<file path="config.mk">
export PLATFORM = sky130hd
export DESIGN_NAME = mmme_ctrl
export DESIGN_NICKNAME = d
export VERILOG_FILES = /design/src/rtl/mmme_pkg.sv /design/src/rtl/mmme_ctrl.sv
export SDC_FILE = /design/constraint.sdc
export NUM_CORES = 1
export LEC_CHECK = 0
export ABC_AREA = 1
export BUFFER_PORTS_ARGS = -buffer_cell sky130_fd_sc_hd__buf_2
export CAP_MARGIN = 25
export CORE_AREA = 4 4 41 43
export CTS_BUF_LIST = sky130_fd_sc_hd__clkbuf_16
export DETAILED_ROUTE_END_ITERATION = 8
export DIE_AREA = 0 0 45 47
export MAX_ROUTING_LAYER = met4
export PLACE_DENSITY = 0.63
export SYNTH_ARGS = -nofsm -noshare
export SYNTH_HDL_FRONTEND = slang
export SYNTH_SLANG_ARGS = --single-unit
export TNS_END_PERCENT = 5
</file>
<file path="constraint.sdc">
create_clock -name clk -period 2.3 [get_ports clk]
set_input_delay 0.115 -clock clk [delete_from_list [all_inputs] [get_ports clk]]
set_output_delay 0.115 -clock clk [all_outputs]
set_load 0.1 [all_outputs]
</file>
<file path="src/rtl/mmme_pkg.sv">
// ----------------------------------------------------------------------------
// mmme_pkg
// Shared widths, limits and controller/datapath command and status types
// for the mean / median / mode engine.
// ----------------------------------------------------------------------------
package mmme_pkg;

  localparam int unsigned MAX_ITEMS_DEF = 4096;

  localparam int unsigned VAL_W     = 14;
  localparam int unsigned MEAN_W    = 17;
  localparam int unsigned MEDIAN_W  = 15;
  localparam int unsigned CNT_OUT_W = 13;

  localparam logic [VAL_W-1:0]  VAL_MAX  = {VAL_W{1'b1}};
  localparam logic [MEAN_W-1:0] MEAN_SAT = {MEAN_W{1'b1}};

  typedef struct packed {
    logic clr_wr;
    logic load;
    logic idx_zero;
    logic h_wr_inc;
    logic scan_rd;
    logic div_init;
    logic div_step;
    logic emit;
  } cmd_t;

  typedef struct packed {
    logic idx_end;
    logic h_done;
    logic div_last;
  } sts_t;

endpackage

</file>
<file path="src/rtl/mmme_ctrl.sv">
// ----------------------------------------------------------------------------
// mmme_ctrl
// Sequencer: clear pass, load, histogram build, value scan, mean division
// and result strobe.
// ----------------------------------------------------------------------------
module mmme_ctrl (
  input  logic          clk,
  input  logic          rst_n,
  input  logic          start,
  input  logic          in_last,
  input  mmme_pkg::sts_t sts,
  output mmme_pkg::cmd_t cmd,
  output logic          busy,
  output logic          out_valid
);

  typedef enum logic [3:0] {
    ST_CLR, ST_IDLE, ST_H1, ST_H2, ST_H3, ST_SCAN, ST_DRAIN, ST_DIV, ST_OUT
  } state_t;

  state_t state_r, state_nxt;

  always_comb begin
    cmd       = '0;
    state_nxt = state_r;
    case (state_r)
      ST_CLR: begin
        cmd.clr_wr = 1'b1;
        if (sts.idx_end) state_nxt = ST_IDLE;
      end
      ST_IDLE: begin
        if (start) begin
          cmd.load = 1'b1;
          if (in_last) begin
            cmd.idx_zero = 1'b1;
            state_nxt    = ST_H1;
          end
        end
      end
      ST_H1: state_nxt = ST_H2;
      ST_H2: state_nxt = ST_H3;
      ST_H3: begin
        cmd.h_wr_inc = 1'b1;
        state_nxt    = sts.h_done ? ST_SCAN : ST_H1;
      end
      ST_SCAN: begin
        cmd.scan_rd = 1'b1;
        if (sts.idx_end) state_nxt = ST_DRAIN;
      end
      ST_DRAIN: begin
        cmd.div_init = 1'b1;
        state_nxt    = ST_DIV;
      end
      ST_DIV: begin
        cmd.div_step = 1'b1;
        if (sts.div_last) state_nxt = ST_OUT;
      end
      ST_OUT: begin
        cmd.emit  = 1'b1;
        state_nxt = ST_IDLE;
      end
      default: state_nxt = ST_IDLE;
    endcase
  end

  always_ff @(posedge clk) begin
    if (!rst_n) begin
      state_r <= ST_CLR;
    end else begin
      state_r <= state_nxt;
    end
  end

  assign busy      = (state_r != ST_IDLE);
  assign out_valid = (state_r == ST_OUT);

endmodule

</file>
==> flow_summary.ini, run 1 <==
[run_status]
status = finished clean

[synthesis]
synth.area.mux_share_pct = 0
synth_simple_gate_area_share_pct = 53.0
synth-xor-area-share_pct = 0
synth_top_family_by_area = simple AND/OR/NAND/NOR gates
synth-adder-area-share_pct = 0
synth_compound_area_share_pct = 9.12
yosys_register_bits = 4
synth-warning-count = 0
netlist.area_leader.share_pct = 21.6
yosysUniqueCellTypes = 16
syn_area_um2 = 370
synth_area_leaders = dfxtp_1 22%, nand2_1 12%, nor2_4 12%, inv_1 9.1%, nand3_2 8.1%
netlist_instances = 58
yosysSeqAreaShare_pct = 21.6
synth_top_cell_by_area = dfxtp_1
syn-num-nets = 65
syn-mean-instance-area_um2 = 6.39

[clock_network]
cts_made_buffers = 3
postCtsSetupRepairBufs = 0
clock-sinks = 4
clk_pin_slew_worst_paths_ns = 0.03
clk_latency_ns = 0.22
htreeDepth = 1
cts_tree = done
post_cts_resized = 0
hold_buffers = 0
clock_tree.root_cell = clkbuf_16
cts_buffer_depth = 2

[floorplan]
coreArea_mm2 = 0.00130
dieWidth_um = 45
io_pins = 17
fp-row-count = 13
dieArea_mm2 = 0.00212
start_util_pct = 28.5
dieHeight_um = 47

[placement]
dpl_cell_area_um2 = 477
globalplace.congestion = 0.779
dp_hpwl_um = 708
port_buffers = 16

[drt]
drcViolationCount = 0
wl_per_cell_um = 9.07
wl_um = 825
first_pass_iters = 4
drtIter0Drc = 1
vias = 388
ant_nets = 0
drt-vias-per-instance = 4.26

[sta]
fin_crit_sh_pct = 71.6
hold_ws_ns = 0.148
skew_ns = 0.000125
max_freq_mhz = 607
slew_viol_final = 0
worst_pin_slew_ns = 0.487
relSlewSlack_pct = 67.8
min_period_ns = 1.65
timing.final.hold_violations = 0
rsz0062_at_grt = false
setup_viol = 0

[global_routing]
antenna_found_initial = 0
grt_max_degree = 6
grt_pass1_vias = 343
grt_first_pass_wirelength_mm = 1.42
grt_use_total_pct = 9.87
overflow = 0

[finish]
drive_gt1_share_pct = 55.3
regMostFlops = state_r
design_area_um2 = 552
fin_util_pct = 42.4
multiInputGateArea_um2 = 245
layout.nets = 85
seq_area_um2 = 80.1
area_delta_synth_final_pct = 49.0
reg_top3 = state_r (4)
n_antenna_cell = 0
nFillCells = 150
largest_reg_flops = 4

[worst_setup_path]
rrSetupSlack_ns = 1.16
reg2reg_depth = 6
endpoint_kind = output pin
critPathMaxFanout = 5
critPathLaunchType = flop
worstSetupPathType = reg2out
arrival_ns = 1.53
critPathRequiredTime_ns = 2.18

[power]
p_int_mw = 0.338
p_comb_share_pct = 35.7
seqPwrFrac_pct = 15.9
p_sw_mw = 0.207
p_total_mw = 0.545
swShare_pct = 38.0
power_leakage_nw = 0.291
pwr-share-clk_pct = 48.5
ir_drop_mv = 0.486
power_density_mw_per_mm2 = 989

[min_path]
hold_class = in2reg
hold_depth = 3

[run]
maxCapViolCount = 0
-- area by class of cell --
| class | count | area share [%] |
|---|---|---|
| well taps | 15 | 3.40 |
| multi-input cells | 39 | 44.4 |
| flip-flops and latches | 4 | 14.5 |
| repair buffers | 16 | 14.5 |
| clock buffers | 3 | 13.6 |
| inverters | 14 | 9.52 |
-- worst paths after layout --
check / start / endpoint
setup / recovery: state_r[2]$_SDFFE_PN0P_ / cmd[1]
hold / removal: rst_n / state_r[0]$_SDFFE_PN0P_
setup reg to reg: state_r[3]$_SDFFE_PN0P_ / state_r[2]$_SDFFE_PN0P_
hold reg to reg: state_r[2]$_SDFFE_PN0P_ / state_r[2]$_SDFFE_PN0P_
-- cell usage after synthesis --
library cell and count:
nand2_1 12, o21ai_1 1, nor3_1 2, nand3_1 4
nor2_1 4, a21oi_1 1, a21oi_2 2, nand2_2 3
a31oi_1 1, inv_2 5, dfxtp_1 4, nor2_4 4
buf_4 1, inv_1 9, nand3_2 3, nor2_2 2
-- power by group through the flow --
stage | clock network, mW | logic, mW | registers, mW
final | 0.264 | 0.195 | 0.0865
after global routing | 0.277 | 0.210 | 0.0877
after CTS | 0.268 | 0.196 | 0.0865
after detailed placement | 0 | 0.195 | 0.0874
after global placement | 0 | 0.196 | 0.0873
after floorplan | 0 | 0.168 | 0.0859
-- cell usage in the layout, fill, tap and decap left out --
cell,instances
dfxtp_1,4
nand3_2,3
nand2_2,3
o21ai_1,1
inv_2,5
inv_1,9
a21oi_2,2
nor2_2,4
nand2_1,12
nor3_2,2
clkbuf_16,3
a31oi_1,1
nand3_1,4
nor2_1,2
a21oi_1,1
nor2_4,4
buf_2,16
-- per-layer routing --
layer | share of wire, % | global-route usage (%) | wire [um]
met4 | 1.1 | 5.26 | 9
met3 | 8.1 | 4.21 | 67
met5 | 0 | - | 0
met1 | 46 | 11.8 | 379
met2 | 45 | 13.8 | 369
-- through the flow --
stage                     TNS (ns)  setup slack, ns  instances
after floorplan             -0.192          -0.0743         58
after global placement           0            0.915         88
after detailed placement         0            0.892         88
after CTS                        0            0.656         91
after global routing             0            0.577         91
final                            0            0.653         91
-- critical path, stage by stage (launching register included) --
cell	delay, ns
dfxtp_1	0.40
inv_2	0.07
nor2_4	0.14
inv_2	0.08
nor2_1	0.16
buf_2	0.46
-- cell families (layout without fill, tap and decap cells) --
logic type,count (synthesis),in the layout
buffers and inverters,15,33
AOI/OAI and AO/OA,5,5
and+or+nand+nor,34,34
DFF,4,4
(Power assumes the default switching activity.)
==> inputs of run 2 (changes only) <==
- ABC_AREA: 1 -> 0
- PLACE_DENSITY: 0.63 -> 0.6
- clock period: 2.3 -> 1.6 ns (I/O delays scaled with it)
==> run 2 against run 1 <==
  * The flow now finishes with violations (negative setup slack)
  * Cell area increased by 37%
  * Clock skew about the same
  * Largest power group unchanged
  * Worst hold slack got worse by 0.040 ns
  * Largest cell class unchanged
  * Sequential power increased by 31%
  * Critical path depth decreased by 2
  * Sequential cell count unchanged
  * Non-clock buffer count increased by 6
  * Wire length increased by 17%
  * Global-route usage increased by 1.3 points
  * Highest routed layer is now met3
  * Synthesized cell count decreased by 29%
==> flow_summary.ini, run 2 <==
[sta]
worst_pin_slew_ns = 0.486
fin_crit_sh_pct = 100
timing.final.hold_violations = 0
setup_viol = 1
max_freq_mhz = 622
fin_ws_ns = -0.00776
slew_viol_final = 0
relSlewSlack_pct = 67.8
skew_ns = 0.000548
rsz0062_at_grt = true
min_period_ns = 1.61

[synthesis]
ys.flop_type = dfxtp_1
synth_area_leaders = dfxtp_1 24%, nor2_1 5.6%, nor3_4 4.9%, a221oi_2 4.5%, buf_4 4.5%
syn-num-nets = 48
synth_commonest_cells = 5 x nor2_1, 4 x dfxtp_1, 4 x inv_1
netlist_instances = 41
yosys_register_bits = 4
netlist.area_leader.share_pct = 23.9
syn_area_um2 = 335
synth-warning-count = 0
synth_edf_count = 0
yosysSeqAreaShare_pct = 23.9
syn-mean-instance-area_um2 = 8.18
synth_top_cell_by_area = dfxtp_1
yosysUniqueCellTypes = 27
synthArstFlopShare_pct = 0
yosysMostFrequentCell = nor2_1

[worst_setup_path]
critical-path-slowest-cell = or4b_4
reg2reg_depth = 4
critPathLaunchType = flop
critPathTopFamily = simple AND/OR/NAND/NOR gates
arrival_ns = 1.53
path_cells = or4b_4, and2b_2, buf_12
worstSetupPathType = reg2out
max_stage_delay_ns = 0.57
rrSetupSlack_ns = 0.14
r2r-start = state_r[3]$_SDFFE_PN0P_
critPathMaxFanout = 4
r2r-end = state_r[0]$_SDFFE_PN0P_
worst-path-buf-inv = 1
endpoint_kind = output pin
critPathRequiredTime_ns = 1.52

[drt]
vias = 380
drtIter0Drc = 6
first_pass_iters = 3
wl_um = 962
drt-vias-per-instance = 4.87
ant_nets = 0
wl_per_cell_um = 12.3
drcViolationCount = 0

[min_path]
min_to = state_r[1]$_SDFFE_PN0P_
hold_class = in2reg
hold_depth = 2
hold_start = rst_n

[finish]
area_delta_synth_final_pct = 126
n_antenna_cell = 0
drive_gt1_share_pct = 66.7
mostFrequentLayoutCells = 9 x buf_12, 7 x buf_2, 5 x buf_4, 4 x inv_1
layout.nets = 72
largest_reg_flops = 4
regMostFlops = state_r
nFillCells = 126
reg_top3 = state_r (4)
final_common_cell = buf_12

[clock_network]
htreeDepth = 1
hold_buffers = 0
cts_buffer_depth = 2
cts_tree = done
clk_pin_slew_worst_paths_ns = 0.03
cts_made_buffers = 3
clock-sinks = 4
clk_latency_ns = 0.22
clock_tree.root_cell = clkbuf_16

[global_routing]
grt_use_total_pct = 11.1
antenna_found_initial = 0
grt_pass1_vias = 388
grt_max_degree = 12
overflow = 0
grt_first_pass_wirelength_mm = 1.59

[power]
ir_drop_mv = 1.04
power_leakage_nw = 0.318
p_total_mw = 0.844
power_density_mw_per_mm2 = 1110

[floorplan]
coreArea_mm2 = 0.00130
dieArea_mm2 = 0.00212
fp-row-count = 13
start_util_pct = 25.8
dieHeight_um = 47
dieWidth_um = 45
io_pins = 17

[placement]
place_ws_ns = 0.137
port_buffers = 16
globalplace.congestion = 0.840
dp_hpwl_um = 819

[run]
maxCapViolCount = 0

[run_status]
violations = negative setup slack
status = complete, but fails checks
run 2: worst max path at each step:
stage               depth (start not counted)  slack (ns)               startpoint                 endpoint
floorplan                                   3       -0.40  state_r[1]$_SDFFE_PN0P_                   cmd[0]
global placement                            4        0.17  state_r[1]$_SDFFE_PN0P_  state_r[1]$_SDFFE_PN0P_
detailed placement                          4        0.14  state_r[1]$_SDFFE_PN0P_  state_r[0]$_SDFFE_PN0P_
CTS                                         3       -0.02  state_r[1]$_SDFFE_PN0P_                   cmd[5]
global route                                3       -0.04  state_r[3]$_SDFFE_PN0P_                   cmd[5]
finish                                      3      -0.008  state_r[3]$_SDFFE_PN0P_                   cmd[5]
run 2: area by class of cell:
type / count / area (um^2) / share of cell area, %
Timing Repair Buffer: 22 / 264 / 34.9
Clock buffer: 3 / 75.1 / 9.92
Sequential cell: 4 / 83.8 / 11.1
Inverter: 4 / 15.0 / 1.98
Multi-Input combinational cell: 30 / 300 / 39.7
Tap cell: 15 / 18.8 / 2.48
run 2: logic make-up (layout without fill, tap and decap cells):
| logic type | after synthesis | count (layout) | synth area share, % |
|---|---|---|---|
| and+or+nand+nor | 20 | 20 | 39.9 |
| xor gates and xnor gates | 1 | 1 | 2.61 |
| DFF | 4 | 4 | 23.9 |
| buffers and inverters | 7 | 29 | 12.3 |
| AOI/OAI and AO/OA | 9 | 9 | 21.3 |
run 2: through the flow:
| stage | setup TNS, ns | utilization, % | std cells | hold WS, ns | area, um^2 |
|---|---|---|---|---|---|
| after detailed placement | 0 | 50.7 | 74 | 0.327 | 659 |
| after global placement | 0 | 50.7 | 74 | 0.333 | 659 |
| final | -0.00776 | 58.2 | 78 | 0.108 | 757 |
| after CTS | -0.0201 | 57.9 | 78 | 0.104 | 753 |
| after floorplan | -1.87 | - | 41 | 0.197 | 422 |
| after global routing | -0.0390 | 58.2 | 78 | 0.124 | 757 |
run 2: timing repair:
action,in CTS,in global routing
setup endpoints to repair,3,3
pin swaps,1,1
setup buffers,1,0
resized for setup,4,1
run 2: report_power, final:
group          internal [mW]  switching [mW]  total, mW  leakage (nW)
Clock                  0.318          0.0615      0.380        0.0370
Combinational          0.122           0.228      0.351         0.248
Sequential             0.109         0.00375      0.113        0.0334
Total                  0.550           0.294      0.844         0.318
run 2: layer usage:
| layer | vias to the layer above | GRT usage [%] | wire length [um] |
|---|---|---|---|
| met3 | 0 | 5.36 | 95 |
| met4 | 0 | 3.51 | 0 |
| met2 | 15 | 19.8 | 511 |
| li1 | 190 | - | - |
| met1 | 175 | 10.6 | 355 |
| met5 | - | - | 0 |
==> inputs of run 3 (changes only) <==
- MAX_ROUTING_LAYER: met4 -> default
==> run 3 against run 2 <==
  * Power about the same
  * Clock-buffer cell count unchanged
  * Critical endpoint unchanged
  * Via count down 0.53%
  * Global-route usage down 0.35 points
  * Wire length down 0.10%
  * Sequential share of layout area unchanged
  * Utilization unchanged
  * Cell area unchanged
  * The flow still finishes with violations (negative setup slack)
  * Sequential power about the same
  * Largest cell class unchanged
  * Non-clock buffer count unchanged
==> flow_summary.ini, run 3 (synthesis gave the netlist of run 2 again) <==
[run_status]
status = complete, but fails checks
violations = negative setup slack

[clock_network]
clk_latency_ns = 0.22
clk_pin_slew_worst_paths_ns = 0.03
cts_made_buffers = 3
cts_tree = done
hold_buffers = 0
htreeDepth = 1
cts_buffer_depth = 2
clock-sinks = 4
clock_tree.root_cell = clkbuf_16

[worst_setup_path]
critPathRequiredTime_ns = 1.52
r2r-end = state_r[0]$_SDFFE_PN0P_
rrSetupSlack_ns = 0.14
reg2reg_depth = 4
worstSetupPathType = reg2out
endpoint_kind = output pin
cp-startpoint = state_r[3]$_SDFFE_PN0P_
r2r-start = state_r[3]$_SDFFE_PN0P_
critPathMaxFanout = 4
arrival_ns = 1.53
critPathLaunchType = flop

[finish]
layout.nets = 72
regMostFlops = state_r
final_common_cell = buf_12
drive_gt1_share_pct = 66.7
largest_reg_flops = 4
nFillCells = 126
area_delta_synth_final_pct = 126
n_antenna_cell = 0
mostFrequentLayoutCells = 9 x buf_12, 7 x buf_2, 5 x buf_4, 4 x inv_1
reg_top3 = state_r (4)
fin_util_pct = 58.2

[drt]
drt-vias-per-instance = 4.85
drcViolationCount = 0
wl_um = 961
drtIter0Drc = 6
vias = 378
wl_per_cell_um = 12.3
ant_nets = 0
first_pass_iters = 3

[floorplan]
fp-row-count = 13
coreArea_mm2 = 0.00130
dieArea_mm2 = 0.00212
dieWidth_um = 45
dieHeight_um = 47
start_util_pct = 25.8
io_pins = 17

[min_path]
hold_start = rst_n
hold_depth = 2
min_to = state_r[1]$_SDFFE_PN0P_
hold_class = in2reg

[sta]
slew_viol_final = 0
worst_pin_slew_ns = 0.486
max_freq_mhz = 622
rsz0062_at_grt = true
relSlewSlack_pct = 67.8
skew_ns = 0.000555
fin_ws_ns = -0.00773
fin_crit_sh_pct = 100
setup_viol = 1
min_period_ns = 1.61
timing.final.hold_violations = 0

[power]
power_density_mw_per_mm2 = 1110
power_leakage_nw = 0.318
ir_drop_mv = 1.03
p_total_mw = 0.843

[placement]
dp_hpwl_um = 819
globalplace.congestion = 0.827
port_buffers = 16
place_ws_ns = 0.137

[global_routing]
antenna_found_initial = 0
grt_first_pass_wirelength_mm = 1.59
grt_use_total_pct = 10.8
grt_max_degree = 12
grt_pass1_vias = 390
overflow = 0

[run]
maxCapViolCount = 0
## run 3: per-stage QoR
stage               cells  hold WS (ns)  setup TNS (ns)  cell area (um^2)
finish                 78         0.108        -0.00773               757
global route           78         0.124         -0.0390               757
CTS                    78         0.104         -0.0201               753
detailed placement     74         0.327               0               659
global placement       74         0.333               0               659
floorplan              41         0.197           -1.87               422
## run 3: power breakdown
part	switching (mW)	internal, mW	leakage (nW)
combinational	0.228	0.122	0.248
sequential	0.00375	0.109	0.0334
clock	0.0612	0.318	0.0370
total	0.293	0.550	0.318
## run 3: timing repair
action                                  CTS  global route
pin swaps                                 1             1
gates cloned                              0             0
gates resized for setup                   4             1
endpoints found under the setup margin    3             3
buffers inserted                          1             0
## run 3: critical path: stages, from the launching register on
cell and delay, ns:
dfxtp_1 0.30, or4b_4 0.57, and2b_2 0.26, buf_12 0.17
## run 3: worst max path at each step
stage / end / slack (ns) / depth (start not counted)
global placement: state_r[1]$_SDFFE_PN0P_ / 0.17 / 4
floorplan: cmd[0] / -0.40 / 3
global route: cmd[5] / -0.04 / 3
detailed placement: state_r[0]$_SDFFE_PN0P_ / 0.14 / 4
finish: cmd[5] / -0.008 / 3
CTS: cmd[5] / -0.02 / 3
## run 3: area by class of cell
type | count | area (um^2) | share of cell area [%]
sequential | 4 | 83.8 | 11.1
tap | 15 | 18.8 | 2.48
multi-input combinational | 30 | 300 | 39.7
timing repair buffer | 22 | 264 | 34.9
inverter | 4 | 15.0 | 1.98
clock buffer | 3 | 75.1 | 9.92
## run 3: per-layer routing
layer | part of all wire [%] | GRT usage [%] | vias to the layer above
met5 | 0 | 0 | -
met4 | 0 | 3.51 | 0
met3 | 8.4 | 5.36 | 0
met2 | 53 | 19.8 | 13
met1 | 38 | 10.6 | 175
li1 | - | - | 190
